<file path="config.mk">
export PLATFORM = sky130hd
export DESIGN_NAME = sks_queue
export DESIGN_NICKNAME = d
export VERILOG_FILES = /design/src/rtl/sks_queue.sv
export VERILOG_INCLUDE_DIRS = /design/src /design/src/rtl
export SDC_FILE = /design/constraint.sdc
export NUM_CORES = 1
export LEC_CHECK = 0
export ABC_CLOCK_PERIOD_IN_PS = 2650
export BUFFER_PORTS_ARGS = -buffer_cell sky130_fd_sc_hd__buf_2
export CAP_MARGIN = 20
export CORE_MARGIN = 2
export CORE_UTILIZATION = 52
export CTS_CLUSTER_DIAMETER = 80
export DETAILED_ROUTE_END_ITERATION = 12
export GPL_TIMING_DRIVEN = 0
export PLACE_DENSITY = 0.88
export SLEW_MARGIN = 15
export SYNTH_ARGS = -nofsm -noshare
export SYNTH_HDL_FRONTEND = slang
export SYNTH_SLANG_ARGS = --single-unit
</file>
<file path="constraint.sdc">
create_clock -name clk -period 2.65 [get_ports clk]
set_clock_uncertainty 0.05 [all_clocks]
set_input_delay 0.795 -clock clk [delete_from_list [all_inputs] [get_ports clk]]
set_output_delay 0.795 -clock clk [all_outputs]
set_load 0.05 [all_outputs]
</file>
<file path="src/rtl/assert_macros.svh">
// Assertion macros shared by the RTL modules of the sorted key store.
`ifndef ASSERT_MACROS_SVH
`define ASSERT_MACROS_SVH

`ifndef ASSERT_OFF

`define ASSERT_PROP(lbl, clk, rst_n, prop, msg) \
	lbl: assert property (@(posedge clk) disable iff (!rst_n) prop) else $error(msg);

`define ASSERT_NEVER(lbl, clk, rst_n, cond, msg) \
	lbl: assert property (@(posedge clk) disable iff (!rst_n) !(cond)) else $error(msg);

`else

`define ASSERT_PROP(lbl, clk, rst_n, prop, msg)

`define ASSERT_NEVER(lbl, clk, rst_n, cond, msg)

`endif

`endif

</file>
<file path="src/rtl/sks_queue.sv">
// Small command queue between the front and the back of the key store.
`default_nettype none
`include "assert_macros.svh"

module sks_queue #(
	parameter int WIDTH = 8,
	parameter int DEPTH = 2
) (
	input  wire logic             clk,
	input  wire logic             arst_n,
	input  wire logic             push,
	input  wire logic [WIDTH-1:0] push_data,
	input  wire logic             pop,
	output logic      [WIDTH-1:0] pop_data,
	output logic                  full,
	output logic                  empty
);

	localparam int AW = (DEPTH > 1) ? $clog2(DEPTH) : 1;
	localparam int NW = $clog2(DEPTH + 1);

	logic [WIDTH-1:0] slot_q [DEPTH];
	logic [AW-1:0]    wr_ptr_q;
	logic [AW-1:0]    rd_ptr_q;
	logic [NW-1:0]    cnt_q;

	assign full     = (cnt_q == NW'(DEPTH));
	assign empty    = (cnt_q == '0);
	assign pop_data = slot_q[rd_ptr_q];

	always_ff @(posedge clk) begin
		if (push) begin
			slot_q[wr_ptr_q] <= push_data;
		end
	end

	always_ff @(posedge clk or negedge arst_n) begin
		if (!arst_n) begin
			wr_ptr_q <= '0;
			rd_ptr_q <= '0;
			cnt_q    <= '0;
		end else begin
			if (push) begin
				wr_ptr_q <= (wr_ptr_q == AW'(DEPTH - 1)) ? '0 : wr_ptr_q + 1'b1;
			end
			if (pop) begin
				rd_ptr_q <= (rd_ptr_q == AW'(DEPTH - 1)) ? '0 : rd_ptr_q + 1'b1;
			end
			if (push && !pop) begin
				cnt_q <= cnt_q + 1'b1;
			end else if (pop && !push) begin
				cnt_q <= cnt_q - 1'b1;
			end
		end
	end

	`ASSERT_NEVER(a_queue_overrun, clk, arst_n, push && full && !pop, "queue written while full")

endmodule

`default_nettype wire

</file>
==> flow_summary.toml <==
[worst_setup_path]
crit_cells = 3
critPathMaxStageDelay_ns = 0.37
crit_buf_inv = 2
crit_family = "flip-flops"
worstSetupPathType = "reg2out"
start_kind = "flop"
crit_fanout = 9
crit_required_ns = 1.81
crit_slowest_cell = "dfrtp_1"
end_kind = "output pin"
cp_cell_sequence = "buf_6 -> mux2_2 -> buf_2"
r2r_cells = 1
cp.arrival_ns = 1.37

[clock_tree]
postCtsHoldBufs = 0
clkTransAtPathRegs_ns = 0.11
clk_path_buf_depth = 2
cts_sinks = 20
cts_root_buf = "clkbuf_4"
cts_tree = "built"
post-cts-setup-buffers = 0
cts_buffers = 3
htreeDepth = 1
cts_resized = 0
insertion_delay_ns = 0.30

[finish]
diodes = 0
area_growth_pct = 22.9
drive_gt1_frac = 0.530
fin_nets = 80
finish.instance_area_sq_um = 947
utilization = 0.702
final_cells = 81

[sta]
tightest_slew_ns = 0.673
hold_viol = 0
slew_violations = 0
clock.fmax_mhz = 452
timing.final.ws_setup_ns = 0.439
slew_headroom = 0.551
period_needed_ns = 2.21
rsz0062_at_grt = "no"
whs_ns = 0.227
fin_tns_setup_ns = 0
setup_viol = 0
period_share = 0.834

[power]
total_power_mw = 1.21
p_leak_nw = 0.394
vdd_ir_drop_max_v = 0.000738
power_density_nw_per_um2 = 1280

[yosys]
synth-simple-area-share = 0.0373
synth-async-reset-ratio = 0.200
ys_types = 12
synth-xor-area-share = 0.0568
synth.most_common_cell = "edfxtp_1"
synth_common_cells = "edfxtp_1, mux2_2, dfrtp_1, xor2_1, nor2_1"
yosysWarnings = 0
ys_seq_area_frac = 0.753
ys.flop_type = "edfxtp_1"
syn_inst = 41
synthMuxAreaShare = 0.117
ys_ff_latch = 20
synth_top_cell_by_area = "edfxtp_1"
synth_enable_flop_cells = 16
mappedNetlistArea_sq_um = 771
avgSynthCellArea_sq_um = 18.8
yosysTopAreaCellShare = 0.623
synth.area.top_cells = "edfxtp_1, dfrtp_1, mux2_2"
synth_compound_area_frac = 0
syn_nets = 54
synth_top_family_by_area = "multiplexers"
yosys.area_share.adder = 0.0162

[die]
die_w_um = 42.5
die_area_sq_um = 1810
initial_core_util = 0.571
die_h_um = 42.5
rows = 13
core_sq_um = 1350
ios = 22

[route]
drc = 0
viasPerCell = 5.15
drt_iter0_drc = 4
dr_total_vias = 417
wl_per_cell_um = 14.8
dr.pass1.iters = 2
drtAntennaViolNets = 0
drt_wl_total_um = 1200

[global_routing]
grt_max_degree = 13
grt_overflow_total = 0
antenna_found_initial = 0
grt_pass1_vias = 456
track_usage = 0.149
grt_pass1_wl_um = 1920

[placed_design]
gp_congestion = 0.684
pre_cts_slack_ns = 0.719
postPlaceCellArea_sq_um = 895
dp_cells = 77
port_buffers = 21
hpwl_um = 906

[worst_hold_path]
hp-class = "in2async"

[outcome]
status = "finished, final reports clean"

[flow_run]
cap_violations = 0
## cell families after synthesis
logic type / after synthesis
buffers and inverters: 2
XOR/XNOR: 5
flip-flops: 20
AND/OR/NAND/NOR: 5
multiplexers: 8
adder cells (fa/ha/maj): 1
## cell usage in the layout, fill, tap and decap left out, types with 2 or more instances in the layout
cell type / n
clkbuf_4: 3
edfxtp_1: 16
dfrtp_1: 4
mux2_2: 8
xor2_1: 4
buf_2: 21
nor2_1: 2
## report_power, final
part | switching, mW | leakage, nW | total [mW] | internal, mW
Combinational | 0.351 | 0.170 | 0.504 | 0.154
Clock | 0.0886 | 0.0279 | 0.241 | 0.153
Sequential | 0.0400 | 0.197 | 0.467 | 0.427
## registers in the layout (all words and copies together) (netlist names)
register / flops
cnt_q: 2
rd_ptr_q: 1
slot_q: 16
wr_ptr_q: 1
## layout make-up
cell class / instances / area (sq um)
flip-flops and latches: 20 / 581
clock buffers: 3 / 22.5
clock inverters: 1 / 30.0
plain buffers: 1 / 11.3
multi-input cells: 19 / 175
repair buffers: 21 / 105
fillers: 96 / 403
well taps: 15 / 18.8
inverters: 1 / 3.75
## worst paths after layout
| check | from | to | slack [ns] |
|---|---|---|---|
| max in group asynchronous | arst_n | cnt_q[0] | 2.20 |
| min | arst_n | cnt_q[1] | 0.23 |
| min reg2reg | cnt_q[1] | cnt_q[1] | 0.45 |
| min in group clk | cnt_q[1] | cnt_q[1] | 0.45 |
| max reg2reg | wr_ptr_q | slot_q[0][3] | 1.27 |
| max | rd_ptr_q | pop_data[1] | 0.44 |
## per-layer routing
| layer | up-vias | global-route usage | wire [um] |
|---|---|---|---|
| met5 | - | 0 | 0 |
| met2 | 15 | 0.277 | 648 |
| li1 | 201 | - | - |
| met1 | 201 | 0.151 | 489 |
| met4 | 0 | 0.0750 | 0 |
| met3 | 0 | 0.0388 | 61 |
No activity file was read; power rests on OpenSTA's default activity.
