<file path="config.mk">
export PLATFORM = sky130hd
export DESIGN_NAME = sks_front
export DESIGN_NICKNAME = d
export VERILOG_FILES = /design/src/rtl/sks_pkg.sv /design/src/rtl/sks_front.sv
export VERILOG_INCLUDE_DIRS = /design/src /design/src/rtl
export SDC_FILE = /design/constraint.sdc
export NUM_CORES = 1
export LEC_CHECK = 0
export BUFFER_PORTS_ARGS = -buffer_cell sky130_fd_sc_hd__buf_2
export CAP_MARGIN = 30
export CORE_MARGIN = 1.5
export CORE_UTILIZATION = 48
export DETAILED_ROUTE_END_ITERATION = 16
export PLACE_DENSITY_LB_ADDON = 0.12
export SLEW_MARGIN = 25
export SYNTH_ARGS = -nofsm -noshare
export SYNTH_HDL_FRONTEND = slang
export SYNTH_SLANG_ARGS = --single-unit
export TNS_END_PERCENT = 1
</file>
<file path="constraint.sdc">
create_clock -name clk -period 3.1 [get_ports clk]
set_clock_uncertainty 0.15 [all_clocks]
set_input_delay 0.155 -clock clk [delete_from_list [all_inputs] [get_ports clk]]
set_output_delay 0.155 -clock clk [all_outputs]
set_load 0.05 [all_outputs]
</file>
<file path="src/rtl/assert_macros.svh">
// Assertion macros shared by the RTL modules of the sorted key store.
`ifndef ASSERT_MACROS_SVH
`define ASSERT_MACROS_SVH

`ifndef ASSERT_OFF

`define ASSERT_PROP(lbl, clk, rst_n, prop, msg) \
	lbl: assert property (@(posedge clk) disable iff (!rst_n) prop) else $error(msg);

`define ASSERT_NEVER(lbl, clk, rst_n, cond, msg) \
	lbl: assert property (@(posedge clk) disable iff (!rst_n) !(cond)) else $error(msg);

`else

`define ASSERT_PROP(lbl, clk, rst_n, prop, msg)

`define ASSERT_NEVER(lbl, clk, rst_n, cond, msg)

`endif

`endif

</file>
<file path="src/rtl/sks_pkg.sv">
// Types and constants shared by the sorted key store modules.
`default_nettype none

package sks_pkg;

	localparam int TABLE_DEPTH_DEF = 1024;
	localparam int QUEUE_DEPTH_DEF = 2;
	localparam int KEY_W = 63;
	localparam int POS_W = 10;

	localparam logic OP_APPEND = 1'b0;
	localparam logic OP_LOOKUP = 1'b1;

	localparam logic [1:0] ST_OK    = 2'd0;
	localparam logic [1:0] ST_ORDER = 2'd1;
	localparam logic [1:0] ST_FULL  = 2'd2;

	typedef enum logic [1:0] {
		CK_STORE,
		CK_ORDER,
		CK_FULL,
		CK_LOOKUP
	} cmd_kind_t;

	typedef enum logic [1:0] {
		BK_IDLE,
		BK_PROBE,
		BK_CMP
	} bk_state_t;

	typedef struct packed {
		logic             opcode;
		logic [KEY_W-1:0] key;
	} request_t;

	typedef struct packed {
		logic             found;
		logic [POS_W-1:0] position;
		logic [1:0]       status;
	} response_t;

	typedef struct packed {
		cmd_kind_t        kind;
		logic [KEY_W-1:0] key;
	} cmd_t;

endpackage

`default_nettype wire

</file>
<file path="src/rtl/sks_front.sv">
// Front end: accepts items, tracks fill state and classifies each append.
`default_nettype none
`include "assert_macros.svh"

module sks_front #(
	parameter int TABLE_DEPTH = sks_pkg::TABLE_DEPTH_DEF,
	localparam int CW = $clog2(TABLE_DEPTH + 1)
) (
	input  wire logic              clk,
	input  wire logic              arst_n,
	input  wire logic              start,
	input  wire sks_pkg::request_t request,
	input  wire logic              q_full,
	output logic                   busy,
	output logic                   push,
	output sks_pkg::cmd_t          push_cmd,
	output logic [CW-1:0]          push_idx
);

	import sks_pkg::*;

	logic [CW-1:0]    count_q;
	logic [KEY_W-1:0] last_q;
	logic             table_full;

	assign busy       = q_full;
	assign push       = start && !q_full;
	assign table_full = (count_q == CW'(TABLE_DEPTH));
	assign push_idx   = count_q;

	always_comb begin
		push_cmd.key = request.key;
		if (request.opcode == OP_LOOKUP) begin
			push_cmd.kind = CK_LOOKUP;
		end else if (table_full) begin
			push_cmd.kind = CK_FULL;
		end else if (count_q != '0 && request.key <= last_q) begin
			push_cmd.kind = CK_ORDER;
		end else begin
			push_cmd.kind = CK_STORE;
		end
	end

	always_ff @(posedge clk or negedge arst_n) begin
		if (!arst_n) begin
			count_q <= '0;
			last_q  <= '0;
		end else if (push && push_cmd.kind == CK_STORE) begin
			count_q <= count_q + 1'b1;
			last_q  <= request.key;
		end
	end

	`ASSERT_PROP(a_count_bound, clk, arst_n, count_q <= CW'(TABLE_DEPTH), "entry count past depth")

endmodule

`default_nettype wire

</file>
==> results.sh <==
export IMPL_final_cell_mix="buf_2, dfrtp_1, inv_1, dlygate4sd3_1, ha_1"
export IMPL_final_core_util_pct=64.0
export IMPL_hold_ws_ps=98.9
export IMPL_power_frac_comb_pct=49.2
export IMPL_wl_per_cell_um=13.9
export IMPL_dieWidth_um=107
export IMPL_setup_viol=13
export IMPL_first_iter_violations=110
export IMPL_maxCapViolCount=0
export IMPL_grt_pass1_wl_um=17600
export IMPL_core_area_mm2=0.0104
export IMPL_groute_usage_overall_pct=19.7
export IMPL_cp_end_kind="primary output"
export IMPL_outcome="finished, violations left"
export IMPL_placementRows=37
export IMPL_synth_edf_count=0
export IMPL_port_buffer_count=145
export IMPL_path_clk_slew_ps=80
export IMPL_placedCellCount=705
export IMPL_p_int_w=0.00318
export IMPL_crit_type="in2out"
export IMPL_area_growth_pct=28.0
export IMPL_final_common_cell="buf_2"
export IMPL_grt_overflow=0
export IMPL_power_switching_share_pct=37.0
export IMPL_power_share_sequential_pct=33.1
export IMPL_postLayoutCellArea_mm2=0.00667
export IMPL_routed_wl_um=10900
export IMPL_pwr_density_cell_mw_per_mm2=758
export IMPL_io_pins=146
export IMPL_grt_max_degree=49
export IMPL_final_hold_violation_count=0
export IMPL_fin_ws_ps=-33.8
export IMPL_cp_start_kind="input port"
export IMPL_hpwl_um=7580
export IMPL_drc_errors=0
export IMPL_worst_ep_arrival_time_ps=2830
export IMPL_dpl_cell_area_mm2=0.00564
export IMPL_fin_crit_ps=3130
export IMPL_period_share_pct=101
export IMPL_drv_slew=0
export IMPL_clkPwrFrac_pct=17.8
export IMPL_syn_area_mm2=0.00521
export IMPL_switchingPower_w=0.00187
export IMPL_final_antenna_net_count=0
export IMPL_num_vias=3905
export IMPL_ys_seq_area_share_pct=35.6
export IMPL_synth_ff_type="dfrtp_1"
export IMPL_ys_seq_elements=74
export IMPL_fmax_ghz=0.319
export IMPL_violations="negative setup slack"
export IMPL_cts_tree="yes"
export IMPL_crit_path_max_fanout=3
export IMPL_gp_congestion=0.760
export IMPL_ys_warn_count=0
export IMPL_start_util_pct=50.0
export IMPL_postSynthAreaPerCell_um2=10.7
export IMPL_numCtsBuffers=9
export IMPL_fin_setup_tns_ps=-105
export IMPL_drive_above_1_share_pct=38.6
export IMPL_firstDrtPassIters=5
export IMPL_clk_latency_ps=360
export IMPL_p_leak_nw=3.59
export IMPL_syn_nets=618
export IMPL_synthDistinctLibCells=35
export IMPL_die_area_mm2=0.0115
export IMPL_clockBufferDepth=2
export IMPL_tightest_slew_ps=393
export IMPL_required_ps=2790
export IMPL_cts_root_buf="clkbuf_8"
export IMPL_fin_nets=780
export IMPL_syn_inst=485
export IMPL_die_y_um=107
export IMPL_maxSlewHeadroom_pct=73.8
export IMPL_antenna_found_initial=0
export IMPL_grt_pass1_vias=3814
export IMPL_rsz0062_at_grt="yes"
export IMPL_htree_levels=3
export IMPL_fin_cells=787
export IMPL_async_reset_ff_share_pct=100
export IMPL_vdd_ir_drop_max_v=0.000456
export IMPL_viasPerCell=4.96
export IMPL_antenna_cells=0
export IMPL_clock_sinks=74
export IMPL_hp_class="in2async"
synthesized netlist by cell type (4+ instances only):
cell       n  share of area, %
dfrtp_1   74                36
mux2_2    20               4.3
buf_4     66               9.5
o21ai_0   10              0.96
nand2_1   24               1.7
buf_12     4               1.5
ha_1      65                16
nor3_1     6              0.58
xor2_1     7               1.2
nand3_1   12               1.2
nand4_1    9               1.1
mux2_4    40                12
inv_1     67               4.8
nor2_1    14               1.0
a21oi_1   25               2.4
a211oi_1   6              0.86
area by class of cell:
type / instances / area (um^2)
fill: 839 / 3750
multi-input combinational: 272 / 2590
sequential: 74 / 1850
timing repair buffer: 223 / 1580
inverter: 67 / 251
tap: 136 / 170
clock buffer: 10 / 128
clock inverter: 5 / 104
state kept, by name, indices dropped and copies added (netlist names):
signal,count
push_idx,11
last_q,63
layer usage:
layer	GRT usage (%)	vias to the layer above	share of wire, %
met5	0	-	0
met4	6.57	0	1.5
met3	3.95	13	4.4
met2	32.9	95	49
met1	25.3	1893	45
li1	-	1904	-
critical path: stages:
cell,delay [ps]
dlygate4sd3_1,540
buf_2,150
ha_1,320
a21oi_1,140
o21ai_0,90
a221oi_1,360
o211ai_1,140
a211oi_1,250
nand2_1,160
a21oi_1,150
or2_2,130
buf_2,250
power groups by stage:
stage | Sequential, W | Combinational (W) | Clock, W
2_1_floorplan | 0.00170 | 0.00184 | 0
3_3_place_gp | 0.00166 | 0.00227 | 0
3_5_place_dp | 0.00167 | 0.00234 | 0
4_1_cts | 0.00166 | 0.00245 | 0.000922
5_1_grt | 0.00173 | 0.00278 | 0.000958
6_report | 0.00167 | 0.00248 | 0.000898
final timing paths:
path | end | cells after the start | slack (ps) | start
setup reg to reg | last_q[61]$_DFFE_PN0P_ | 12 | 80 | last_q[25]$_DFFE_PN0P_
min in group clk | last_q[23]$_DFFE_PN0P_ | 3 | 120 | request[23]
hold / removal | last_q[36]$_DFFE_PN0P_ | 2 | 100 | arst_n
max in group asynchronous | last_q[2]$_DFFE_PN0P_ | 3 | 2120 | arst_n
hold reg to reg | last_q[0]$_DFFE_PN0P_ | 2 | 340 | last_q[0]$_DFFE_PN0P_
setup / recovery | push_cmd[63] | 12 | -30 | request[54]
metrics by stage:
| stage | setup WS, ps | total power, W |
|---|---|---|
| after detailed placement | -179 | 0.00402 |
| final | -33.8 | 0.00505 |
| after floorplan | 63.6 | 0.00354 |
| after global routing | -130 | 0.00547 |
| after global placement | 29.2 | 0.00393 |
| after CTS | 9.99 | 0.00504 |
what timing repair did:
item / in CTS / in global routing
buffers inserted: 2 / 0
gates resized for setup: 2 / 17
setup endpoints to repair: 66 / 74
gates cloned: 1 / 0
pin swaps: 3 / 2
endpoints found under the hold margin: 137 / 0
hold buffers: 64 / 0
cell families (layout without fill, tap and decap cells):
family / count (synthesis) / in the layout / synth area share, %
and+or+nand+nor: 83 / 83 / 8.27
muxes: 63 / 63 / 16.5
adders and majority gates: 65 / 65 / 15.6
xor gates and xnor gates: 10 / 10 / 1.68
DFF: 74 / 74 / 35.6
buffers and inverters: 139 / 305 / 16.5
AOI/OAI and AO/OA: 51 / 51 / 5.91
Note: power is estimated with default switching activity, not from simulation.
